<file path="src/rtl/etwf_pkg.sv">
// Shared constants, codes and control types of the event time window framer.
package etwf_pkg;

	// Ring and field sizes
	localparam int unsigned HistoryDepth = 4096;
	localparam int unsigned SlotW        = $clog2(HistoryDepth);
	localparam int unsigned CountW       = SlotW + 1;
	localparam int unsigned StampW       = 48;
	localparam int unsigned DurW         = 24;
	localparam int unsigned StepW        = 24;
	localparam int unsigned EventsW      = 13;
	localparam int unsigned StatusW      = 3;
	localparam int unsigned CfgIdxW      = 2;
	localparam int unsigned CfgDataW     = 24;
	localparam int unsigned InDataW      = ((StampW + 7) / 8) * 8;
	localparam int unsigned OutFieldsW   = 3 * SlotW;
	localparam int unsigned OutDataW     = ((OutFieldsW + 7) / 8) * 8;

	localparam logic [CountW-1:0] FullCount = CountW'(HistoryDepth);

	// Register indexes
	localparam logic [CfgIdxW-1:0] CFG_FRAME_DUR  = 2'd0;
	localparam logic [CfgIdxW-1:0] CFG_MIN_STEP   = 2'd1;
	localparam logic [CfgIdxW-1:0] CFG_MIN_EVENTS = 2'd2;

	// Register reset values
	localparam logic [DurW-1:0]    FrameDurReset  = 24'd10000;
	localparam logic [StepW-1:0]   MinStepReset   = 24'd1000;
	localparam logic [EventsW-1:0] MinEventsReset = 13'd1000;

	// Request kinds on the input stream
	localparam logic CMD_PUSH    = 1'b0;
	localparam logic CMD_REQUEST = 1'b1;

	// Frame decision codes
	typedef enum logic [StatusW-1:0] {
		ST_READY      = 3'd0,
		ST_EMPTY      = 3'd1,
		ST_SPAN_SHORT = 3'd2,
		ST_STEP_SHORT = 3'd3,
		ST_FEW_EVENTS = 3'd4
	} status_t;

	// Controller to datapath commands
	typedef struct packed {
		logic    push;
		logic    rd_oldest;
		logic    pend_early;
		status_t early_code;
		logic    walk_start;
		logic    walk_rd;
		logic    pend_frame;
		logic    load_out;
	} ctl_cmd_t;

	// Datapath to controller status
	typedef struct packed {
		logic empty;
		logic span_ok;
		logic step_ok;
		logic walk_hit;
		logic out_free;
	} dp_stat_t;

endpackage

</file>
<file path="src/rtl/etwf_ctrl.sv">
// Request sequencer of the framer: push, checks, backward walk, result hand-off.
module etwf_ctrl (
	input  logic              clk,
	input  logic              arst_n,
	input  logic              in_valid,
	input  logic              in_cmd,
	output logic              in_ready,
	input  etwf_pkg::dp_stat_t stat,
	output etwf_pkg::ctl_cmd_t cmd
);
	import etwf_pkg::*;

	typedef enum logic [3:0] {
		S_IDLE = 4'b0001,
		S_CHK  = 4'b0010,
		S_WALK = 4'b0100,
		S_EMIT = 4'b1000
	} state_t;

	state_t state_q, state_d;

	// State register
	always_ff @(posedge clk or negedge arst_n) begin
		if (!arst_n) begin
			state_q <= S_IDLE;
		end else begin
			state_q <= state_d;
		end
	end

	// Next state and commands
	always_comb begin
		state_d        = state_q;
		in_ready       = 1'b0;
		cmd            = '0;
		cmd.early_code = ST_READY;
		case (state_q)
			S_IDLE: begin
				in_ready = 1'b1;
				if (in_valid) begin
					if (in_cmd == CMD_PUSH) begin
						cmd.push = 1'b1;
					end else if (stat.empty) begin
						cmd.pend_early = 1'b1;
						cmd.early_code = ST_EMPTY;
						state_d        = S_EMIT;
					end else begin
						cmd.rd_oldest = 1'b1;
						state_d       = S_CHK;
					end
				end
			end
			S_CHK: begin
				// oldest stamp is in the read register now
				if (!stat.span_ok) begin
					cmd.pend_early = 1'b1;
					cmd.early_code = ST_SPAN_SHORT;
					state_d        = S_EMIT;
				end else if (!stat.step_ok) begin
					cmd.pend_early = 1'b1;
					cmd.early_code = ST_STEP_SHORT;
					state_d        = S_EMIT;
				end else begin
					cmd.walk_start = 1'b1;
					state_d        = S_WALK;
				end
			end
			S_WALK: begin
				if (stat.walk_hit) begin
					cmd.pend_frame = 1'b1;
					state_d        = S_EMIT;
				end else begin
					cmd.walk_rd = 1'b1;
				end
			end
			S_EMIT: begin
				if (stat.out_free) begin
					cmd.load_out = 1'b1;
					state_d      = S_IDLE;
				end
			end
			default: begin
				state_d = S_IDLE;
			end
		endcase
	end

endmodule

</file>
<file path="config.mk">
export PLATFORM = sky130hd
export DESIGN_NAME = etwf_ctrl
export DESIGN_NICKNAME = d
export VERILOG_FILES = /design/src/rtl/etwf_pkg.sv /design/src/rtl/etwf_ctrl.sv
export SDC_FILE = /design/constraint.sdc
export NUM_CORES = 1
export LEC_CHECK = 0
export ABC_AREA = 1
export BUFFER_PORTS_ARGS = -buffer_cell sky130_fd_sc_hd__buf_2
export CORE_AREA = 2 2 39 41
export CTS_CLUSTER_DIAMETER = 40
export DETAILED_ROUTE_END_ITERATION = 8
export DIE_AREA = 0 0 41 43
export GPL_ROUTABILITY_DRIVEN = 0
export GPL_TIMING_DRIVEN = 1
export MAX_ROUTING_LAYER = met4
export PLACE_DENSITY = 0.47
export SKIP_LAST_GASP = 1
export SLEW_MARGIN = 20
export SYNTH_ARGS = -nofsm -noshare
export SYNTH_HDL_FRONTEND = slang
export SYNTH_SLANG_ARGS = --single-unit
</file>
<file path="constraint.sdc">
create_clock -name clk -period 3.2 [get_ports clk]
set_input_delay 0.16 -clock clk [delete_from_list [all_inputs] [get_ports clk]]
set_output_delay 0.16 -clock clk [all_outputs]
set_load 0.01 [all_outputs]
</file>
### Yosys cells after proc, flatten, opt, wreduce, memory -nomap -nowiden

Cells that the tools add are included.
W data, S select, Z words.

| word-level totals | value |
|---|---|
| latch bits | 0 |
| bits of input ports | 9 |
| memory bits (read-only) | 0 |
| RAM bits | 0 |
| memories kept | 0 |
| register bits after elaboration | 4 |

| cells by class | value |
|---|---|
| divide/modulo/power cells | 0 |
| mux-type cells | 26 |
| equality and inequality tests | 8 |
| reduce and logical (&&, ||, !) cells | 1 |
| bitwise operators | 0 |
| shift-type cells | 0 |
| magnitude comparators | 0 |
| add/subtract/negate cells | 0 |
| multipliers | 0 |

Operators with widths:

| cell | count |
|---|---|
| $mux W4 | 10 |
| $pmux W4 S4 | 1 |
| $mux W1 | 10 |
| $ne A2 B2 Y1 const B | 4 |
| $pmux W4 S2 | 1 |
| $mux W6 | 1 |
| $mux W5 | 1 |
| $eq A4 B1 Y1 const B | 1 |
| $eq A4 B2 Y1 const B | 1 |
| $eq A4 B3 Y1 const B | 1 |
| $eq A4 B4 Y1 const B | 1 |
| $mux W2 | 2 |
| $reduce_and A4 Y1 | 1 |

### Logic depth before layout (Yosys ltp)

Gate-level depths: netlist of run 1.

| depth | value |
|---|---|
| depth after elaboration | 4 |
| mapped depth | 7 |
| depth with buffers taken out | 7 |

### Worst setup path before layout of run 1

OpenSTA, ideal clock, no wires.

| timing | value |
|---|---|
| path type | reg2out |
| start point | register state_q[0] |
| end point | output port cmd[9] (netlist bit) |
| setup slack | 2.061 ns |
| buffers on the path | 0 |
| arrival time | 0.979 ns |
| cell stages (with the launch flop) | 5 |
| path through | dfstp_2 > nand3_2 > inv_2 > nand2_1 > nor2_1 |

RTL lines:

| element | RTL line | source |
|---|---|---|
| from (decl) | etwf_ctrl.sv:20 | `state_t state_q, state_d;` |
| from (signal assigned) | etwf_ctrl.sv:27 | `state_q <= state_d;` |
| to (decl) | etwf_ctrl.sv:9 | `output etwf_pkg::ctl_cmd_t cmd` |

==> impl_metrics.json, run 1 <==
{
  "status": "complete, no violations",
  "multi_input_area_sq_um": 173.9,
  "leakage_nw": 0.2991,
  "htreeDepth": 1,
  "hp-class": "in2reg",
  "finalCriticalPeriod_ps": 1476,
  "routedWlPerCell_um": 7.756,
  "largest-register": "state_q",
  "final-setup-viol-count": 0,
  "crit_type": "reg2out",
  "path_clk_slew_ps": 40,
  "cap_viol_max_count": 0,
  "synth_compound_area_share_pct": 3.125,
  "dpl.hpwl_um": 603.3,
  "drv_slew": 0,
  "diodes": 0,
  "synth_top_family_by_area": "simple AND/OR/NAND/NOR gates",
  "start_util_pct": 23.15,
  "synth_largest_area_cell": "dfrtp_1",
  "cts-buffers-inserted": 3,
  "antenna_left": 0,
  "fin_util_pct": 33.18,
  "grt_max_degree": 6,
  "clock-skew-final_ps": 9.866,
  "largest_reg_flops": 4,
  "endpoint": "cmd[4]",
  "hold_viol_final": 0,
  "synthXorXnorAreaFrac_pct": 0,
  "powerDensity_nw_per_um2": 588.8,
  "synth_ff_type": "dfrtp_1",
  "synthCells": 52,
  "power_w": 0.0002704,
  "firstDrtPassIters": 4,
  "yosysWarnings": 0,
  "placed_area_sq_um": 422.9,
  "io_pins": 20,
  "drt_iter0_drc": 5,
  "drcViolationCount": 0,
  "rr_endpoint": "state_q[3]",
  "synthArstFlopShare_pct": 100.0,
  "clockBufferDepth": 2,
  "post_cts_resized": 0,
  "cp.arrival_ps": 1320,
  "cts_tree": "yes",
  "max_clock_freq_mhz": 677.5,
  "reg2reg_depth": 6,
  "grt_antenna_before_repair": 0,
  "die_w_um": 41,
  "synth_area_sq_um": 320.3,
  "whs_ps": 144.7,
  "ir_worst_vdd_v": 0.0002947,
  "ys_seq_area_share_pct": 31.64,
  "period_share_pct": 46.12,
  "synth_edf_count": 0,
  "grt_usage_pct": 10.39,
  "rows": 14,
  "grt_pass1_wl_mm": 1.131,
  "grt_remaining_overflow": 0,
  "dieArea_sq_um": 1763,
  "reg_top3": "state_q: 4 flops",
  "drive_gt1_share_pct": 36.49,
  "die_h_um": 43,
  "r2r_slack_ps": 2100,
  "fill_cells": 157,
  "yosysTopAreaCellShare_pct": 23.44,
  "grt_pass1_vias": 300,
  "ys_ff_latch": 4,
  "netlist_top_cells_count": "nand2_1, inv_1, nor2_1, nand3_1, dfrtp_1",
  "seqCellArea_sq_um": 101.3,
  "start_kind": "flip-flop",
  "crit_fanout": 5,
  "fin_tns_setup_ps": 0,
  "io_buffers": 18,
  "end_kind": "output pin",
  "synthTopCellsByArea": "dfrtp_1, nand2_1, inv_1, nor2_1, dfstp_2",
  "syn_area_per_cell_sq_um": 6.160,
  "yosys.cell_count.top_type": "nand2_1",
  "clock_latency_ps": 240,
  "critPathLaunch": "state_q[3]",
  "synth_cell_type_count": 16,
  "synth_mux_area_share_pct": 0,
  "cp.required_ps": 3040,
  "drt-vias-per-instance": 4.167,
  "synthAdderAreaFrac_pct": 0,
  "synth_simple_gate_area_share_pct": 50.00,
  "fin_area_sq_um": 459.2,
  "ctsRootBufferMaster": "clkbuf_4",
  "layout.nets": 84,
  "totalWireLength_um": 698,
  "area_growth_pct": 43.36,
  "clock_sinks": 4,
  "cts_setup_buffers": 0,
  "rsz0062_at_grt": "false",
  "design.core.area_sq_um": 1384,
  "r2r_start": "state_q[3]",
  "dr_total_vias": 375,
  "syn-num-nets": 61
}
[worst min path at each step]
stage / slack, ps / end / cells past startpoint / startpoint
3_3_place_gp: -30 / state_q[1] / 1 / arst_n
4_1_cts: 140 / state_q[1] / 2 / stat[4]
3_5_place_dp: -30 / state_q[1] / 1 / arst_n
6_report: 140 / state_q[1] / 2 / stat[4]
5_1_grt: 140 / state_q[1] / 2 / stat[4]
2_1_floorplan: -140 / state_q[1] / 0 / arst_n
[worst max-delay path, stage by stage (launching register included)]
cell,delay [ps]
dfrtp_1,410
nor2_4,150
nand3_2,140
inv_2,90
nand4_1,90
nand2_1,70
buf_2,120
[what timing repair did]
item,CTS,global route
hold endpoints to repair,4,0
hold buffers,1,0
setup endpoints to repair,0,0
[per-stage QoR]
stage | instances | worst slack (ps)
CTS | 90 | 1702
global placement | 85 | 1981
detailed placement | 85 | 1970
floorplan | 52 | 2061
finish | 90 | 1724
global route | 90 | 1592
[metal layers]
layer	track usage (%)	share of wire (%)
met5	-	0
met4	2.000	0
met3	9.424	12
met2	14.37	48
met1	10.93	40
[cells in the final DEF (no fill, tap or decap), types with 2 or more instances in the layout]
master / netlist / final
nand2_1: 12 / 12
nor2_2: 2 / 2
nand4_1: 2 / 2
dfrtp_1: 3 / 3
nand3_1: 5 / 5
buf_2: 0 / 18
nor3_1: 2 / 2
clkbuf_4: 0 / 3
nor2_1: 9 / 9
inv_1: 9 / 9
[power by group]
group	leakage, nW	internal [W]	switching, W
registers	0.0514	0.0000673	0.0000132
logic	0.233	0.0000477	0.0000735
clock network	0.0150	0.0000468	0.0000218
[cell families (layout without fill, tap and decap cells)]
logic type / count (synthesis) / in the layout
other cells: 1 / 1
compound gates: 2 / 2
simple gates: 34 / 34
flops: 4 / 4
buf+inv: 11 / 33
[layout make-up]
class,instances,area share (%)
clock buffers,4,5.722
inverters,10,8.174
flip-flops and latches,4,22.07
repair buffers,19,21.80
multi-input cells,37,37.87
well taps,16,4.360
(Power assumes the default switching activity.)
==> run 2, diff against run 1 <==
--- a/config.mk
+++ b/config.mk
@@ -14,7 +14,7 @@
 export GPL_ROUTABILITY_DRIVEN = 0
 export GPL_TIMING_DRIVEN = 1
 export MAX_ROUTING_LAYER = met4
-export PLACE_DENSITY = 0.47
+export PLACE_DENSITY = 0.49
 export SKIP_LAST_GASP = 1
 export SLEW_MARGIN = 20
 export SYNTH_ARGS = -nofsm -noshare
==> constraint.sdc (replaced) <==
create_clock -name clk -period 1.25 [get_ports clk]
set_input_delay 0.0625 -clock clk [delete_from_list [all_inputs] [get_ports clk]]
set_output_delay 0.0625 -clock clk [all_outputs]
set_load 0.01 [all_outputs]
==> impl_metrics.json, run 2 (synthesis results as in run 1) <==
{
  "r2r_slack_ps": -50,
  "hp-class": "in2reg",
  "cts_tree": "yes",
  "fin_ws_ps": -96.08,
  "grt_pass1_wl_mm": 1.262,
  "end_kind": "output pin",
  "rows": 14,
  "ir_worst_vdd_v": 0.0006650,
  "dr_total_vias": 414,
  "grt_remaining_overflow": 0,
  "final_cell_mix": "buf_2, nand2_1, buf_4",
  "dieArea_sq_um": 1763,
  "slowest_delay_ps": 400,
  "crit_fanout": 4,
  "area_growth_pct": 83.20,
  "status": "finished, violations left",
  "start_kind": "flip-flop",
  "clock_sinks": 4,
  "start_util_pct": 23.15,
  "routedWlPerCell_um": 8.760,
  "powerDensity_nw_per_um2": 1623,
  "design.core.area_sq_um": 1384,
  "period_share_pct": 107.7,
  "io_buffers": 18,
  "mostFrequentLayoutCell": "buf_2",
  "largest-register": "state_q",
  "grt_max_degree": 5,
  "totalWireLength_um": 876,
  "finalCriticalPeriod_ps": 1346,
  "slowest_stage": "dfrtp_1",
  "hold_viol_final": 0,
  "cts-buffers-inserted": 3,
  "grt_antenna_before_repair": 0,
  "grt_usage_pct": 11.43,
  "crit_type": "reg2out",
  "clock-skew-final_ps": 11.02,
  "placed_area_sq_um": 422.9,
  "crit_chain": "nor2_4, nand3_4, buf_4, nor3_2, buf_2",
  "fin_area_sq_um": 586.8,
  "max_clock_freq_mhz": 742.9,
  "drcViolationCount": 0,
  "path_clk_slew_ps": 40,
  "whs_ps": 49.98,
  "drive_gt1_share_pct": 54.76,
  "drt_iter0_drc": 3,
  "reg_top3": "state_q: 4 flops",
  "cp.required_ps": 1190,
  "die_h_um": 43,
  "drv_slew": 0,
  "leakage_nw": 0.3507,
  "violations": "setup timing",
  "die_w_um": 41,
  "drt-vias-per-instance": 4.140,
  "grt_pass1_vias": 327,
  "cp.arrival_ps": 1280,
  "htreeDepth": 1,
  "layout.nets": 94,
  "dpl.hpwl_um": 608.6,
  "rsz0062_at_grt": "true",
  "final-setup-viol-count": 7,
  "clock_latency_ps": 240,
  "firstDrtPassIters": 2,
  "clockBufferDepth": 2,
  "largest_reg_flops": 4,
  "antenna_left": 0,
  "cap_viol_max_count": 0,
  "ctsRootBufferMaster": "clkbuf_4",
  "diodes": 0,
  "io_pins": 20
}
## run 2: cell count changes in the layout (fill, tap and decap cells not counted), moves of 2 or more
cell	previous run	this run
nor2_1	9	6
inv_1	9	7
buf_4	0	9
nor2_4	1	4
## run 2: critical path: cells and delay by family, from the launching register on
kind | cells | cell delay (ps)
buf+inv | 2 | 290
flops | 1 | 400
simple gates | 3 | 360
## run 2: worst paths after layout
kind | from | endpoint | cells past startpoint
min in group asynchronous | arst_n | state_q[3] | 2
min reg2reg | state_q[1] | state_q[2] | 3
max reg2reg | state_q[3] | state_q[3] | 8
max in group asynchronous | arst_n | state_q[0] | 2
max | state_q[3] | cmd[8] | 5
min | stat[4] | state_q[1] | 2
## run 2: cell type report
type / count / area (sq um)
clock buffer: 4 / 26.28
tap: 16 / 20.02
multi-input combinational: 37 / 220.2
inverter: 10 / 40.04
sequential: 4 / 101.3
timing repair buffer: 29 / 178.9
fill: 162 / 797.0
## run 2: routing by layer
metal	share of wire [%]	track usage (%)	up-vias	routed length (um)
met5	0	-	-	0
met4	0.46	4.000	0	4
met3	8.1	7.853	2	71
met2	49	14.69	14	433
met1	42	13.87	173	367
li1	-	-	225	-
## run 2: power by group
group | switching [W] | leakage, nW | internal (W)
clock | 0.0000566 | 0.0150 | 0.000120
sequential | 0.0000407 | 0.0514 | 0.000173
combinational | 0.000277 | 0.284 | 0.000285
## run 2: through the flow
step	cells	TNS, ps	power (W)	setup slack [ps]	utilization, %
3_5_place_dp	85	0	0.0005224	118.7	30.56
2_1_floorplan	52	0	0.0004308	208.1	-
3_3_place_gp	85	0	0.0005226	133.8	30.56
6_report	100	-343.3	0.0009523	-96.08	42.41
5_1_grt	100	-1180	0.001038	-174.4	42.41
4_1_cts	95	-563.1	0.0008025	-107.3	36.44
## run 2: timing repair
item                                   in CTS  in global routing
resized for setup                           1                 14
cloned                                      0                  0
hold buffers                                1                  0
setup endpoints to repair                   4                 11
pin swaps                                   2                  3
endpoints found under the hold margin       4                  0
setup buffers                               5                  5
==> run 3, diff against run 2 <==
--- a/config.mk
+++ b/config.mk
@@ -14,7 +14,8 @@
 export GPL_ROUTABILITY_DRIVEN = 0
 export GPL_TIMING_DRIVEN = 1
 export MAX_ROUTING_LAYER = met4
-export PLACE_DENSITY = 0.49
+export PLACE_DENSITY = 0.47
+export REMOVE_ABC_BUFFERS = 1
 export SKIP_LAST_GASP = 1
 export SLEW_MARGIN = 20
 export SYNTH_ARGS = -nofsm -noshare
==> constraint.sdc (replaced) <==
create_clock -name clk -period 1.43 [get_ports clk]
set_input_delay 0.0715 -clock clk [delete_from_list [all_inputs] [get_ports clk]]
set_output_delay 0.0715 -clock clk [all_outputs]
set_load 0.01 [all_outputs]
==> impl_metrics.json, run 3 (synthesis results as in run 1) <==
{
  "firstDrtPassIters": 4,
  "crit_type": "reg2out",
  "fill_cells": 151,
  "clock-skew-final_ps": 18.54,
  "area_growth_pct": 57.42,
  "fin_util_pct": 36.44,
  "die_w_um": 41,
  "layout.nets": 89,
  "path_clk_slew_ps": 50,
  "multi_input_area_sq_um": 181.4,
  "cap_viol_max_count": 0,
  "ctsRootBufferMaster": "clkbuf_4",
  "final_cell_mix": "buf_2, nand2_1, inv_1, nor2_1",
  "start_util_pct": 23.15,
  "io_pins": 20,
  "cp.required_ps": 1360,
  "mostFrequentLayoutCell": "buf_2",
  "crit_fanout": 4,
  "slowest_stage": "dfrtp_1",
  "ir_worst_vdd_v": 0.0007814,
  "htreeDepth": 1,
  "routedWlPerCell_um": 9.189,
  "status": "complete, no violations",
  "p_clk_share_pct": 22.3,
  "leakage_nw": 0.3246,
  "drcViolationCount": 0,
  "diodes": 0,
  "end_kind": "output pin",
  "clockBufferDepth": 2,
  "clock_sinks": 4,
  "grt_usage_pct": 9.877,
  "grt_max_degree": 6,
  "rows": 14,
  "seqCellArea_sq_um": 101.3,
  "max_clock_freq_mhz": 727.3,
  "antenna_left": 0,
  "grt_remaining_overflow": 0,
  "drive_gt1_share_pct": 40.51,
  "io_buffers": 18,
  "start_kind": "flip-flop",
  "fin_tns_setup_ps": 0,
  "rsz0062_at_grt": "true",
  "slowest_delay_ps": 410,
  "finalCriticalPeriod_ps": 1375,
  "largest_reg_flops": 4,
  "reg_top3": "state_q: 4 flops",
  "grt_pass1_wl_mm": 1.090,
  "crit_chain": "nor2_4, nand3_4, inv_2, nand4_1, nand2_1, buf_2",
  "p_sw_w": 0.0002978,
  "period_share_pct": 96.15,
  "grt_antenna_before_repair": 0,
  "drt-vias-per-instance": 4.232,
  "whs_ps": 52.12,
  "p_comb_share_pct": 52.2,
  "seqPwrFrac_pct": 25.5,
  "cp.arrival_ps": 1300,
  "powerDensity_nw_per_um2": 1461,
  "dieArea_sq_um": 1763,
  "clock_latency_ps": 250,
  "cts-buffers-inserted": 3,
  "largest-register": "state_q",
  "design.core.area_sq_um": 1384,
  "dr_total_vias": 402,
  "hp-class": "in2reg",
  "cts_tree": "yes",
  "hold_viol_final": 0,
  "internal_power_w": 0.0004391,
  "switching_share_pct": 40.41,
  "drv_slew": 0,
  "totalWireLength_um": 873,
  "die_h_um": 43,
  "grt_pass1_vias": 285,
  "dpl.hpwl_um": 596.2,
  "final-setup-viol-count": 0,
  "drt_iter0_drc": 6
}
run 3: cell count changes in the layout (fill, tap and decap cells not counted), moves of 2 or more:
cell / previous run / this run
buf_4: 9 / 5
inv_1: 7 / 9
nor2_1: 6 / 9
nor2_4: 4 / 1
run 3: worst max-delay path: cells and delay by family, from the launching register on:
kind	cells	cell delay [ps]
AND/OR/NAND/NOR	4	450
flip-flops	1	410
buffers and inverters	2	190
run 3: path summary, 6_finish.rpt:
path	start	depth (start not counted)	endpoint	slack, ps
min reg2reg	state_q[0]	2	state_q[1]	550
min in group asynchronous	arst_n	2	state_q[2]	160
min	stat[4]	2	state_q[1]	50
max in group asynchronous	arst_n	2	state_q[0]	1040
max reg2reg	state_q[2]	7	state_q[0]	80
max	state_q[2]	6	cmd[7]	60
run 3: power groups by stage:
stage / sequential, W / clock, W / combinational (W)
4_1_cts: 0.000181 / 0.000168 / 0.000277
3_5_place_dp: 0.000182 / 0 / 0.000273
2_1_floorplan: 0.000178 / 0 / 0.000196
3_3_place_gp: 0.000182 / 0 / 0.000276
5_1_grt: 0.000193 / 0.000182 / 0.000420
6_report: 0.000188 / 0.000164 / 0.000385
run 3: what timing repair did:
action,4_1_cts,5_1_grt
buffers inserted,0,5
resized for setup,0,1
hold endpoints to repair,4,0
endpoints found under the setup margin,0,3
hold buffers,1,0
run 3: stage by stage:
step | total power [W] | setup slack, ps | cells | instance area [sq um]
floorplan | 0.0003745 | 379.1 | 51 | 312.8
global placement | 0.0004578 | 301.4 | 85 | 422.9
detailed placement | 0.0004556 | 284.3 | 85 | 422.9
CTS | 0.0006261 | 6.627 | 90 | 459.2
global route | 0.0007944 | -30.62 | 95 | 504.2
finish | 0.0007369 | 55.06 | 95 | 504.2
run 3: area by class of cell:
class / count / area share, %
flip-flops and latches: 4 / 20.10
inverters: 10 / 7.444
clock buffers: 4 / 5.211
multi-input cells: 37 / 35.98
repair buffers: 24 / 27.30
well taps: 16 / 3.970
run 3: routing by layer:
metal  up-vias  wire length [um]  global-route usage (%)
met1       176               368                   11.25
met5         -                 0                       -
li1        211                 -                       -
met3         0                77                   9.424
met2        15               426                   13.44
met4         0                 0                       0
